===== src/hw/rtl/lcdns_pkg.sv =====
// Shared types, constants and decode functions for the character LCD nibble sequencer.
package lcdns_pkg;

    localparam int QUEUE_DEPTH = 4;
    localparam int QPTR_W      = $clog2(QUEUE_DEPTH);
    localparam int QCNT_W      = $clog2(QUEUE_DEPTH + 1);

    localparam int STEP_W          = 5;
    localparam int BYTE_LAST_STEP  = 3;
    localparam int INIT_LAST_STEP  = 28;
    localparam logic [8:0] FIRST_WAKE_MS = 9'd5;

    localparam logic [7:0] ROW0_BASE = 8'h80;
    localparam logic [7:0] ROW1_BASE = 8'hC0;
    localparam logic [3:0] WAKE_NIBBLE  = 4'h3;
    localparam logic [3:0] FOURBIT_NIBBLE = 4'h2;

    localparam logic [7:0] CMD_FUNCTION_SET = 8'h28;
    localparam logic [7:0] CMD_DISPLAY_OFF  = 8'h08;
    localparam logic [7:0] CMD_CLEAR        = 8'h01;
    localparam logic [7:0] CMD_ENTRY_MODE   = 8'h06;
    localparam logic [7:0] CMD_DISPLAY_ON   = 8'h0C;

    localparam logic [7:0] ENABLE_HIGH_RESET = 8'd10;
    localparam logic [7:0] ENABLE_LOW_RESET  = 8'd10;
    localparam logic [7:0] SETTLE_RESET      = 8'd2;
    localparam logic [7:0] POWER_UP_RESET    = 8'd50;

    typedef enum logic [1:0] {
        MODE_CMD    = 2'd0,
        MODE_DATA   = 2'd1,
        MODE_CURSOR = 2'd2,
        MODE_INIT   = 2'd3
    } mode_t;

    typedef enum logic [1:0] {
        CFG_ENABLE_HIGH = 2'd0,
        CFG_ENABLE_LOW  = 2'd1,
        CFG_SETTLE      = 2'd2,
        CFG_POWER_UP    = 2'd3
    } cfg_index_t;

    typedef enum logic {
        JOB_BYTE = 1'b0,
        JOB_INIT = 1'b1
    } job_kind_t;

    typedef enum logic [1:0] {
        SEQ_IDLE = 2'd0,
        SEQ_BYTE = 2'd1,
        SEQ_INIT = 2'd2
    } seq_state_t;

    typedef enum logic [1:0] {
        EXTRA_NONE   = 2'd0,
        EXTRA_WAKE   = 2'd1,
        EXTRA_SETTLE = 2'd2
    } extra_kind_t;

    typedef struct packed {
        logic [1:0] mode;
        logic [7:0] value;
        logic [1:0] row;
        logic [6:0] column;
    } req_t;

    typedef struct packed {
        logic       reg_select;
        logic [3:0] data_nibble;
        logic       enable;
        logic [8:0] hold_ms;
        logic       last;
    } seg_t;

    typedef struct packed {
        job_kind_t  kind;
        logic       reg_select;
        logic [7:0] byte_val;
    } job_t;

    typedef struct packed {
        logic [7:0] enable_high_ms;
        logic [7:0] enable_low_ms;
        logic [7:0] settle_ms;
        logic [7:0] power_up_ms;
    } cfg_t;

    typedef struct packed {
        logic        is_wait;
        logic [3:0]  nibble;
        logic        enable;
        extra_kind_t extra;
    } init_step_t;

    function automatic logic [7:0] setup_cmd(input logic [2:0] idx);
        logic [7:0] cmd;
        case (idx)
            3'd0:    cmd = CMD_FUNCTION_SET;
            3'd1:    cmd = CMD_DISPLAY_OFF;
            3'd2:    cmd = CMD_CLEAR;
            3'd3:    cmd = CMD_ENTRY_MODE;
            3'd4:    cmd = CMD_DISPLAY_ON;
            default: cmd = CMD_DISPLAY_ON;
        endcase
        return cmd;
    endfunction

    // Step 0 is the power-up wait, steps 1..8 the four wake nibbles,
    // steps 9..28 the five set-up command bytes.
    function automatic init_step_t init_step(input logic [STEP_W-1:0] idx);
        init_step_t      s;
        logic [STEP_W-1:0] k;
        logic [STEP_W-1:0] j;
        logic [7:0]      cmd;
        k = idx - STEP_W'(1);
        j = idx - STEP_W'(9);
        cmd = setup_cmd(j[4:2]);
        s.is_wait = 1'b0;
        s.nibble  = WAKE_NIBBLE;
        s.enable  = 1'b0;
        s.extra   = EXTRA_NONE;
        if (idx == '0) begin
            s.is_wait = 1'b1;
            s.nibble  = 4'h0;
        end else if (idx <= STEP_W'(8)) begin
            s.nibble = (k[2:1] == 2'd3) ? FOURBIT_NIBBLE : WAKE_NIBBLE;
            s.enable = ~k[0];
            if (k[0]) begin
                s.extra = (k[2:1] == 2'd0) ? EXTRA_WAKE : EXTRA_SETTLE;
            end
        end else begin
            s.nibble = j[1] ? cmd[3:0] : cmd[7:4];
            s.enable = ~j[0];
            if (j[1:0] == 2'd3) begin
                s.extra = EXTRA_SETTLE;
            end
        end
        return s;
    endfunction

endpackage


===== src/hw/rtl/char_lcd_nibble_sequencer_top.sv =====
// Top level of the character LCD 4-bit bus sequencer.
//
//  Channel  Ports                  Direction  Carries
//  request  s_valid/s_ready/s_data in         one command, data, cursor or init request
//  segment  m_valid/m_ready/m_data out        one pin segment per transaction
//  config   cfg_wr_en/index/wdata  in         timing register writes, no read-back
//
// A byte request (command, data or cursor) yields four segments, one per cycle while
// the segment side does not stall; init yields 29 segments. The segment counter in
// the back end sets that rate; a four-entry job queue lets requests be accepted while
// earlier ones are still being sent.
// Reset is synchronous and active low; timing registers return to 10, 10, 2, 50 ms.
// Stalls on the segment side fill the queue and then drop s_ready.
module char_lcd_nibble_sequencer_top (
    input  logic            aclk,
    input  logic            aresetn,
    input  logic            s_valid,
    output logic            s_ready,
    input  lcdns_pkg::req_t s_data,
    output logic            m_valid,
    input  logic            m_ready,
    output lcdns_pkg::seg_t m_data,
    input  logic            cfg_wr_en,
    input  logic [1:0]      cfg_index,
    input  logic [7:0]      cfg_wdata
);
    import lcdns_pkg::*;

    cfg_t cfg_reg, cfg_next;

    logic q_wr_en;
    job_t q_wr_data;
    logic q_wr_ready;
    logic q_rd_en;
    job_t q_rd_data;
    logic q_rd_valid;

    always_comb begin
        cfg_next = cfg_reg;
        if (cfg_wr_en) begin
            case (cfg_index_t'(cfg_index))
                CFG_ENABLE_HIGH: cfg_next.enable_high_ms = cfg_wdata;
                CFG_ENABLE_LOW:  cfg_next.enable_low_ms  = cfg_wdata;
                CFG_SETTLE:      cfg_next.settle_ms      = cfg_wdata;
                CFG_POWER_UP:    cfg_next.power_up_ms    = cfg_wdata;
                default:         cfg_next = cfg_reg;
            endcase
        end
    end

    always_ff @(posedge aclk) begin
        if (!aresetn) begin
            cfg_reg.enable_high_ms <= ENABLE_HIGH_RESET;
            cfg_reg.enable_low_ms  <= ENABLE_LOW_RESET;
            cfg_reg.settle_ms      <= SETTLE_RESET;
            cfg_reg.power_up_ms    <= POWER_UP_RESET;
        end else begin
            cfg_reg <= cfg_next;
        end
    end

    lcdns_front u_front (
        .s_valid    (s_valid),
        .s_ready    (s_ready),
        .s_data     (s_data),
        .q_wr_en    (q_wr_en),
        .q_wr_data  (q_wr_data),
        .q_wr_ready (q_wr_ready)
    );

    lcdns_queue u_queue (
        .aclk     (aclk),
        .aresetn  (aresetn),
        .wr_en    (q_wr_en),
        .wr_data  (q_wr_data),
        .wr_ready (q_wr_ready),
        .rd_en    (q_rd_en),
        .rd_data  (q_rd_data),
        .rd_valid (q_rd_valid)
    );

    lcdns_back u_back (
        .aclk    (aclk),
        .aresetn (aresetn),
        .cfg     (cfg_reg),
        .q_valid (q_rd_valid),
        .q_data  (q_rd_data),
        .q_rd_en (q_rd_en),
        .m_valid (m_valid),
        .m_ready (m_ready),
        .m_data  (m_data)
    );

endmodule


===== src/hw/rtl/lcdns_front.sv =====
// Front end: accepts requests and turns each into a byte or init job.
module lcdns_front (
    input  logic               s_valid,
    output logic               s_ready,
    input  lcdns_pkg::req_t    s_data,
    output logic               q_wr_en,
    output lcdns_pkg::job_t    q_wr_data,
    input  logic               q_wr_ready
);
    import lcdns_pkg::*;

    logic [7:0] cursor_cmd;

    always_comb begin
        cursor_cmd = {1'b0, s_data.column};
        if (s_data.row == 2'd0) begin
            cursor_cmd = cursor_cmd | ROW0_BASE;
        end else if (s_data.row == 2'd1) begin
            cursor_cmd = cursor_cmd | ROW1_BASE;
        end
    end

    always_comb begin
        q_wr_data.kind       = JOB_BYTE;
        q_wr_data.reg_select = 1'b0;
        q_wr_data.byte_val   = s_data.value;
        case (mode_t'(s_data.mode))
            MODE_CMD: begin
                q_wr_data.reg_select = 1'b0;
            end
            MODE_DATA: begin
                q_wr_data.reg_select = 1'b1;
            end
            MODE_CURSOR: begin
                q_wr_data.byte_val = cursor_cmd;
            end
            MODE_INIT: begin
                q_wr_data.kind = JOB_INIT;
            end
            default: begin
                q_wr_data.kind = JOB_BYTE;
            end
        endcase
    end

    assign s_ready = q_wr_ready;
    assign q_wr_en = s_valid & q_wr_ready;

endmodule


===== src/hw/rtl/lcdns_queue.sv =====
// Short job queue between the front end and the segment sequencer.
module lcdns_queue (
    input  logic             aclk,
    input  logic             aresetn,
    input  logic             wr_en,
    input  lcdns_pkg::job_t  wr_data,
    output logic             wr_ready,
    input  logic             rd_en,
    output lcdns_pkg::job_t  rd_data,
    output logic             rd_valid
);
    import lcdns_pkg::*;

    job_t              mem_reg [QUEUE_DEPTH];
    logic [QPTR_W-1:0] wr_ptr_reg, wr_ptr_next;
    logic [QPTR_W-1:0] rd_ptr_reg, rd_ptr_next;
    logic [QCNT_W-1:0] count_reg, count_next;

    always_comb begin
        wr_ptr_next = wr_ptr_reg;
        rd_ptr_next = rd_ptr_reg;
        count_next  = count_reg;
        if (wr_en) begin
            wr_ptr_next = wr_ptr_reg + QPTR_W'(1);
        end
        if (rd_en) begin
            rd_ptr_next = rd_ptr_reg + QPTR_W'(1);
        end
        if (wr_en && !rd_en) begin
            count_next = count_reg + QCNT_W'(1);
        end else if (!wr_en && rd_en) begin
            count_next = count_reg - QCNT_W'(1);
        end
    end

    always_ff @(posedge aclk) begin
        if (!aresetn) begin
            wr_ptr_reg <= '0;
            rd_ptr_reg <= '0;
            count_reg  <= '0;
        end else begin
            wr_ptr_reg <= wr_ptr_next;
            rd_ptr_reg <= rd_ptr_next;
            count_reg  <= count_next;
        end
    end

    always_ff @(posedge aclk) begin
        if (wr_en) begin
            mem_reg[wr_ptr_reg] <= wr_data;
        end
    end

    assign wr_ready = (count_reg != QCNT_W'(QUEUE_DEPTH));
    assign rd_valid = (count_reg != '0);
    assign rd_data  = mem_reg[rd_ptr_reg];

endmodule


===== src/hw/rtl/lcdns_back.sv =====
// Back end: steps through the pin segments of one job and registers each result.
module lcdns_back (
    input  logic             aclk,
    input  logic             aresetn,
    input  lcdns_pkg::cfg_t  cfg,
    input  logic             q_valid,
    input  lcdns_pkg::job_t  q_data,
    output logic             q_rd_en,
    output logic             m_valid,
    input  logic             m_ready,
    output lcdns_pkg::seg_t  m_data
);
    import lcdns_pkg::*;

    seq_state_t        state_reg, state_next;
    job_t              job_reg, job_next;
    logic [STEP_W-1:0] step_reg, step_next;
    logic              m_valid_reg, m_valid_next;
    seg_t              m_data_reg, m_data_next;

    logic       advance;
    logic       seg_fire;
    logic       load_job;
    seg_t       seg;
    init_step_t istep;
    logic [8:0] extra_ms;
    logic [8:0] low_hold;
    seq_state_t job_state;

    assign advance   = !m_valid_reg || m_ready;
    assign job_state = (q_data.kind == JOB_INIT) ? SEQ_INIT : SEQ_BYTE;

    // Segment decode for the current job and step.
    always_comb begin
        istep = init_step(step_reg);
        case (istep.extra)
            EXTRA_WAKE:   extra_ms = FIRST_WAKE_MS;
            EXTRA_SETTLE: extra_ms = {1'b0, cfg.settle_ms};
            default:      extra_ms = '0;
        endcase
        seg.reg_select = job_reg.reg_select;
        seg.data_nibble = step_reg[1] ? job_reg.byte_val[3:0] : job_reg.byte_val[7:4];
        seg.enable     = ~step_reg[0];
        seg.last       = (step_reg == STEP_W'(BYTE_LAST_STEP));
        low_hold       = {1'b0, cfg.enable_low_ms};
        if (state_reg == SEQ_INIT) begin
            seg.reg_select  = 1'b0;
            seg.data_nibble = istep.nibble;
            seg.enable      = istep.enable;
            seg.last        = (step_reg == STEP_W'(INIT_LAST_STEP));
            low_hold        = {1'b0, cfg.enable_low_ms} + extra_ms;
        end
        if (seg.enable) begin
            seg.hold_ms = {1'b0, cfg.enable_high_ms};
        end else begin
            seg.hold_ms = low_hold;
        end
        if (state_reg == SEQ_INIT && istep.is_wait) begin
            seg.hold_ms = {1'b0, cfg.power_up_ms};
        end
    end

    // Next state.
    always_comb begin
        state_next = state_reg;
        case (state_reg)
            SEQ_IDLE: begin
                if (q_valid) begin
                    state_next = job_state;
                end
            end
            SEQ_BYTE, SEQ_INIT: begin
                if (seg_fire && seg.last) begin
                    state_next = q_valid ? job_state : SEQ_IDLE;
                end
            end
            default: begin
                state_next = SEQ_IDLE;
            end
        endcase
    end

    // Outputs and datapath updates.
    always_comb begin
        seg_fire     = 1'b0;
        load_job     = 1'b0;
        job_next     = job_reg;
        step_next    = step_reg;
        m_data_next  = m_data_reg;
        m_valid_next = m_valid_reg && !m_ready;
        case (state_reg)
            SEQ_IDLE: begin
                load_job = q_valid;
            end
            SEQ_BYTE, SEQ_INIT: begin
                seg_fire = advance;
                load_job = q_valid && advance && seg.last;
            end
            default: begin
                load_job = 1'b0;
            end
        endcase
        if (seg_fire) begin
            m_data_next  = seg;
            m_valid_next = 1'b1;
            step_next    = seg.last ? '0 : step_reg + STEP_W'(1);
        end
        if (load_job) begin
            job_next  = q_data;
            step_next = '0;
        end
    end

    always_ff @(posedge aclk) begin
        if (!aresetn) begin
            state_reg   <= SEQ_IDLE;
            step_reg    <= '0;
            m_valid_reg <= 1'b0;
        end else begin
            state_reg   <= state_next;
            step_reg    <= step_next;
            m_valid_reg <= m_valid_next;
        end
    end

    always_ff @(posedge aclk) begin
        job_reg    <= job_next;
        m_data_reg <= m_data_next;
    end

    assign q_rd_en = load_job;
    assign m_valid = m_valid_reg;
    assign m_data  = m_data_reg;

    assert property (@(posedge aclk) disable iff (!aresetn)
        (state_reg == SEQ_BYTE) |-> (step_reg <= STEP_W'(BYTE_LAST_STEP)))
        else $error("byte job stepped past its last segment");

    assert property (@(posedge aclk) disable iff (!aresetn)
        (state_reg == SEQ_INIT) |-> (step_reg <= STEP_W'(INIT_LAST_STEP)))
        else $error("init job stepped past its last segment");

    assert property (@(posedge aclk) disable iff (!aresetn)
        (seg_fire && seg.last) |=> (step_reg == '0))
        else $error("step counter not restarted after the last segment");

    assert property (@(posedge aclk) disable iff (!aresetn)
        (q_rd_en) |-> (q_valid && (state_reg == SEQ_IDLE || advance)))
        else $error("job taken from an empty queue or while stalled");

endmodule


===== config.mk =====
export PLATFORM = sky130hd
export DESIGN_NAME = char_lcd_nibble_sequencer_top
export DESIGN_NICKNAME = d
export VERILOG_FILES = /design/src/hw/rtl/lcdns_pkg.sv /design/src/hw/rtl/char_lcd_nibble_sequencer_top.sv /design/src/hw/rtl/lcdns_front.sv /design/src/hw/rtl/lcdns_queue.sv /design/src/hw/rtl/lcdns_back.sv
export SDC_FILE = /design/constraint.sdc
export NUM_CORES = 1
export LEC_CHECK = 0
export CAP_MARGIN = 20
export CORE_MARGIN = 1
export CORE_UTILIZATION = 50
export CTS_CLUSTER_DIAMETER = 100
export DETAILED_ROUTE_END_ITERATION = 8
export DONT_BUFFER_PORTS = 1
export SYNTH_ARGS = -nofsm -noshare
export SYNTH_HDL_FRONTEND = slang
export SYNTH_SLANG_ARGS = --single-unit

===== constraint.sdc =====
create_clock -name aclk -period 11.65 [get_ports aclk]
set_input_delay 0.5825 -clock aclk [delete_from_list [all_inputs] [get_ports aclk]]
set_output_delay 0.5825 -clock aclk [all_outputs]
set_load 0.01 [all_outputs]

==> run metrics, run 1 <==
status completed; Mapped Area 5510 um2; largest net degree at the start of global routing 33; Setup WS post-layout 7.36 ns; Max Fanout on Critical Path 17; Setup TNS 0 ns; Critical Path AT 4.62 ns; # nets final 554; post-DR vias/cell 5.72; Cell Pwr Density 226 nW/um2; synth unique cells 55; #FFs+latches synth 114; Avg Cell Area, Syn 11.1 um2; register area 2930 um2; WHS 0.132 ns; post-route ant nets 0; fin cells 646; total gr overflow 0; Ys Warns 0; layout cells sized above 1 12.5%; GR Util All Layers 21.2%; DPL Wire Length 7670 um; worst-margin pin slew 1.03 ns; Post-CTS Setup Repair Bufs 0; hold-fix buffers at CTS 0; worst vdd ir 115 uV; Critical Path RT 11.98 ns; Die X 107 um; final instance area 6140 um2; Filler cells 869; Clk pin slew, worst setup/hold paths 0.06 ns; CP Capture Type flip-flop; Core ar. 10500 um2; CTS max path bufs 2; Final Hold Fails 0; Area after DPL 5610 um2; Worst Hold Class in -> reg; prevailing post-synth register cell edfxtp_1; CTS sink count 114; routed len/inst 17.2 um; Routed Wire Length 11100 um; root cell of the clock tree clkbuf_8; vias in the first global route 3582; max reg flops 40; Die Height 107 um; Clock Skews 0.00957 ns; Rows 37; IO Count 52; syn nets 556; Initial DRC Count 156; buffers added on ports 0; Num CTS Buffers 17; final setup fails 0; Max transition margin 31.3%; top cells by area, synth edfxtp_1 (35%), dfxtp_1 (18%), ha_1 (4.8%); max_cap viols 0; cts repair resizes 0; Worst Path Class, Setup reg -> reg; DRT Pass-1 Iters 4; DP Worst Slack 7.40 ns; leading area contributor after synthesis edfxtp_1; Async S/R FF share, synth 0%; H-tree depth 4; Yosys top cell area share 35.4%; Tcrit/Tclk final 36.8%; Max Slew Vio Count 0; area of the multi-input gates 2390 um2; register area share after synthesis 53.2%; EDFF count, synth 65; Placer Congestion 0.848; unrepaired setup endpoints after global routing false; min Tclk post-route 4.29 ns; clk_lat worst skew 0.52 ns; DR DRC count 0; Starting Density 52.5%; die area 11500 um2; Mapped Cells 499; Achievable Freq 0.233 GHz; startpoint types flip-flop; placed cells 614; antenna violations before repair 0; vias post-DR 3697; area delta synth->final 11.4%; first-pass GRT wire length 18000 um; Leak 2.24 nW; CTS tree done; ANT cells 0
-- cell usage in the layout, fill, tap and decap left out, types with 5 or more instances in the layout --
master,count
xnor2_1,8
inv_6,6
mux2_2,8
a31oi_1,6
nand2_1,56
a21oi_1,33
clkbuf_16,16
and2_1,9
nor3_1,10
and3_1,5
edfxtp_1,65
nand3_1,9
o22ai_1,8
clkinvlp_4,6
nand2b_1,12
ha_1,21
o21ai_0,18
nor2_1,39
nor2b_1,7
mux2i_1,26
dfxtp_1,49
inv_1,22
mux4_2,10
-- metrics by stage --
stage / utilization, % / total power [W]
after CTS: 58.5 / 0.00140
after detailed placement: 53.4 / 0.000936
after global placement: 53.4 / 0.000927
after floorplan: - / 0.000853
after global routing: 58.5 / 0.00147
final: 58.5 / 0.00139
-- metal layers --
metal	GRT usage [%]	part of all wire (%)
met5	0	0
met2	36.0	50
met4	7.53	1.1
met3	5.53	3.9
met1	25.8	45
-- final cells by class --
cell class | instances | area share, %
Clock buffer | 17 | 6.74
Clock inverter | 15 | 2.02
Inverter | 23 | 1.41
Multi-Input combinational cell | 338 | 39.0
Sequential cell | 114 | 47.7
Tap cell | 136 | 2.77
Timing Repair Buffer | 3 | 0.367
-- cell usage after synthesis, types with 4 or more instances --
master,count
o21ai_0,18
and3_1,5
clkbuf_1,20
and2_1,9
o22ai_1,8
a21oi_1,33
a31oi_1,6
nor3_1,10
or3_1,4
mux2i_1,26
xnor2_1,8
inv_1,22
mux2_2,8
ha_1,21
nand3_1,9
dfxtp_1,49
nand2b_1,12
mux4_2,10
nor2b_1,7
nor2_1,39
a211o_1,4
nand2_1,56
edfxtp_1,65
-- where the power goes --
group          internal [W]  total [W]  switching [W]  leakage, nW
clock network      0.000265   0.000464       0.000199        0.245
logic              0.000141   0.000332       0.000191        0.988
registers          0.000530   0.000593      0.0000625         1.00
-- logic make-up after synthesis --
group	Yosys count	share of synthesized area, %
compound gates	92	10.8
xor+xnor	11	1.75
fa+ha+maj	23	5.49
buf+inv	47	3.38
flops	114	53.2
mux	44	10.4
simple gates	168	15.0
-- worst max-delay path, cell delays in order, from the launching register on --
cell and delay [ns]:
dfxtp_1 0.66, inv_1 0.14, ha_1 0.38, xnor2_1 0.20, a21oi_1 0.19, a21boi_0 0.20, o22ai_1 0.13, a21oi_1 0.21
ha_1 0.29, a21oi_1 0.10, nor2_1 0.09, ha_1 0.19, inv_1 0.06, fa_1 0.40, nor2b_1 0.15, o31a_1 0.23
nor3_1 0.06, o21ai_0 0.17, nor4b_1 0.24
-- final timing paths --
check	from	to	slack, ns	depth (start not counted)
max reg2reg	u_back.step_reg[0]	u_back.m_data[9]	7.36	18
min	aresetn	cfg_reg[27]	0.13	1
min reg2reg	cfg_reg[13]	cfg_reg[13]	0.45	2
max	u_back.step_reg[0]	u_back.m_data[9]	7.36	18
No activity file was read; power rests on OpenSTA's default activity.
==> inputs of run 2 (changes only) <==
clock period = 4.4 ns   (was 11.65 ns; I/O delays follow)
==> run metrics, run 2 (same netlist as run 1, synthesis figures left out) <==
status completed; CTS tree done; Cell Pwr Density 588 nW/um2 (+160%); Worst Path Class, Setup reg -> reg; Max Slew Vio Count 0 (unchanged); ANT cells 0 (unchanged); final setup fails 0 (unchanged); root cell of the clock tree clkbuf_8; CP startpoint u_back.step_reg[0]; die area 11500 um2 (unchanged); busiest grt layer met2; DPL Wire Length 7680 um (+0.11%); worst vdd ir 280 uV (+140%); worst-margin pin slew 1.07 ns (+0.0386 ns); startpoint types flip-flop; Die X 107 um (unchanged); fin cells 675 (+4.5%); met2 Use GR 37.3% (+1.3 points); DR DRC count 0 (unchanged); Filler cells 831 (-4.4%); largest net degree at the start of global routing 33 (unchanged); unrepaired setup endpoints after global routing false; Setup TNS 0 ns (unchanged); Die Height 107 um (unchanged); GR Util met1 27.2% (+1.4 points); Rows 37 (unchanged); Hold Crit Start s_data[15]; Initial DRC Count 152 (-2.6%); Num CTS Buffers 17 (unchanged); leading cell types in the layout, fill and taps excluded edfxtp_1 (65), nand2_1 (56), dfxtp_1 (49); DRT Pass-1 Iters 4 (unchanged); GR Layer Usage met3 5.71% (+0.18 points); Tcrit/Tclk final 89.7% (+53 points); H-tree depth 4 (unchanged); IO Count 52 (unchanged); layout cells sized above 1 12.1% (-0.49 points); WHS 0.0226 ns (-0.109 ns); CP Capture Type flip-flop; Max Fanout on Critical Path 12 (-5); Critical Path RT 4.70 ns (-7.28 ns); Achievable Freq 0.253 GHz (+8.6%); Pwr Total 0.00380 W (+170%); routed len/inst 17.2 um (-0.22%); min Tclk post-route 3.95 ns (-0.341 ns); max reg flops 40 (unchanged); antenna violations before repair 0 (unchanged); Final Hold Fails 0 (unchanged); max_cap viols 0 (unchanged); r2r startpoint u_back.step_reg[0]; GR Util All Layers 22.2% (+1.1 points); total gr overflow 0 (unchanged); # nets final 583 (+5.2%); buffers added on ports 0 (unchanged); post-DR vias/cell 5.68 (-0.83%); Post-CTS Setup Repair Bufs 0 (unchanged); area delta synth->final 17.2%; Clk pin slew, worst setup/hold paths 0.06 ns (about the same); placed cells 616 (+0.33%); Starting Density 52.5% (unchanged); Placer Congestion 0.858 (+1.2%); Leak 2.39 nW (+6.7%); Max transition margin 28.7% (-2.6 points); CTS sink count 114 (unchanged); Core ar. 10500 um2 (unchanged); Critical Path AT 4.25 ns (-0.37 ns); vias in the first global route 3768 (+5.2%); post-route ant nets 0 (unchanged); Routed Wire Length 11600 um (+4.3%); clk_lat worst skew 0.52 ns (about the same); Worst Hold Class in -> reg; Clock Skews 0.0113 ns (+0.00172 ns); most common cell after layout, fill and taps aside edfxtp_1; first-pass GRT wire length 19000 um (+5.2%); CTS max path bufs 2 (unchanged); vias post-DR 3831 (+3.6%)
## run 2: cell count changes in the layout (fill, tap and decap cells not counted)
| cell | previous run | this run |
|---|---|---|
| bufinv_16 | 0 | 2 |
| inv_6 | 6 | 4 |
| clkinv_2 | 0 | 2 |
| clkinv_1 | 0 | 1 |
| buf_4 | 3 | 5 |
| clkinvlp_4 | 6 | 3 |
| dlygate4sd3_1 | 0 | 27 |
## run 2: power breakdown
part	internal, W	switching [W]	total [W]
logic	0.000399	0.000542	0.000940
registers	0.00140	0.000146	0.00155
clock network	0.000809	0.000501	0.00131
## run 2: worst paths after layout
check / slack, ns / cells past startpoint / end
max: 0.45 / 18 / u_back.m_data[9]
max reg2reg: 0.45 / 18 / u_back.m_data[9]
min reg2reg: 0.46 / 2 / cfg_reg[7]
min: 0.02 / 2 / u_queue.mem_reg[3][6]
## run 2: what timing repair did
| action | 4_1_cts | 5_1_grt |
|---|---|---|
| hold buffers | 27 | 0 |
| endpoints found under the hold margin | 73 | 0 |
| gates resized for setup | 0 | 0 |
## run 2: layout make-up
cell class / instances / area [um2] / area share, %
clock buffer: 17 / 414 / 6.41
clock inverter: 15 / 158 / 2.44
inverter: 23 / 86.3 / 1.34
multi-input combinational: 338 / 2390 / 37.0
sequential: 114 / 2930 / 45.4
tap: 136 / 170 / 2.63
timing repair buffer: 32 / 308 / 4.76
## run 2: layer usage
metal	vias to the layer above	part of all wire [%]
li1	1869	-
met1	1845	45
met3	18	4.2
met5	-	0
met2	99	49
met4	0	1.8
## run 2: critical path, stage by stage (launching register included)
cell	delay (ns)
dfxtp_1	0.31
inv_1	0.07
ha_1	0.42
xnor2_1	0.14
a21oi_1	0.20
a21boi_0	0.20
o22ai_1	0.12
a21oi_1	0.19
ha_1	0.29
a21oi_1	0.10
nor2_1	0.09
ha_1	0.20
inv_1	0.07
fa_1	0.41
nor2b_1	0.16
o31a_1	0.21
nor3_1	0.07
o21ai_0	0.17
nor4b_1	0.31
## run 2: per-stage QoR
| step | setup WS (ns) | cell area (um2) | util (%) |
|---|---|---|---|
| floorplan | 0.643 | 5510 | - |
| global placement | 0.716 | 5620 | 53.5 |
| detailed placement | 0.519 | 5620 | 53.5 |
| CTS | 0.484 | 6460 | 61.5 |
| global route | 0.0207 | 6460 | 61.5 |
| finish | 0.452 | 6460 | 61.5 |
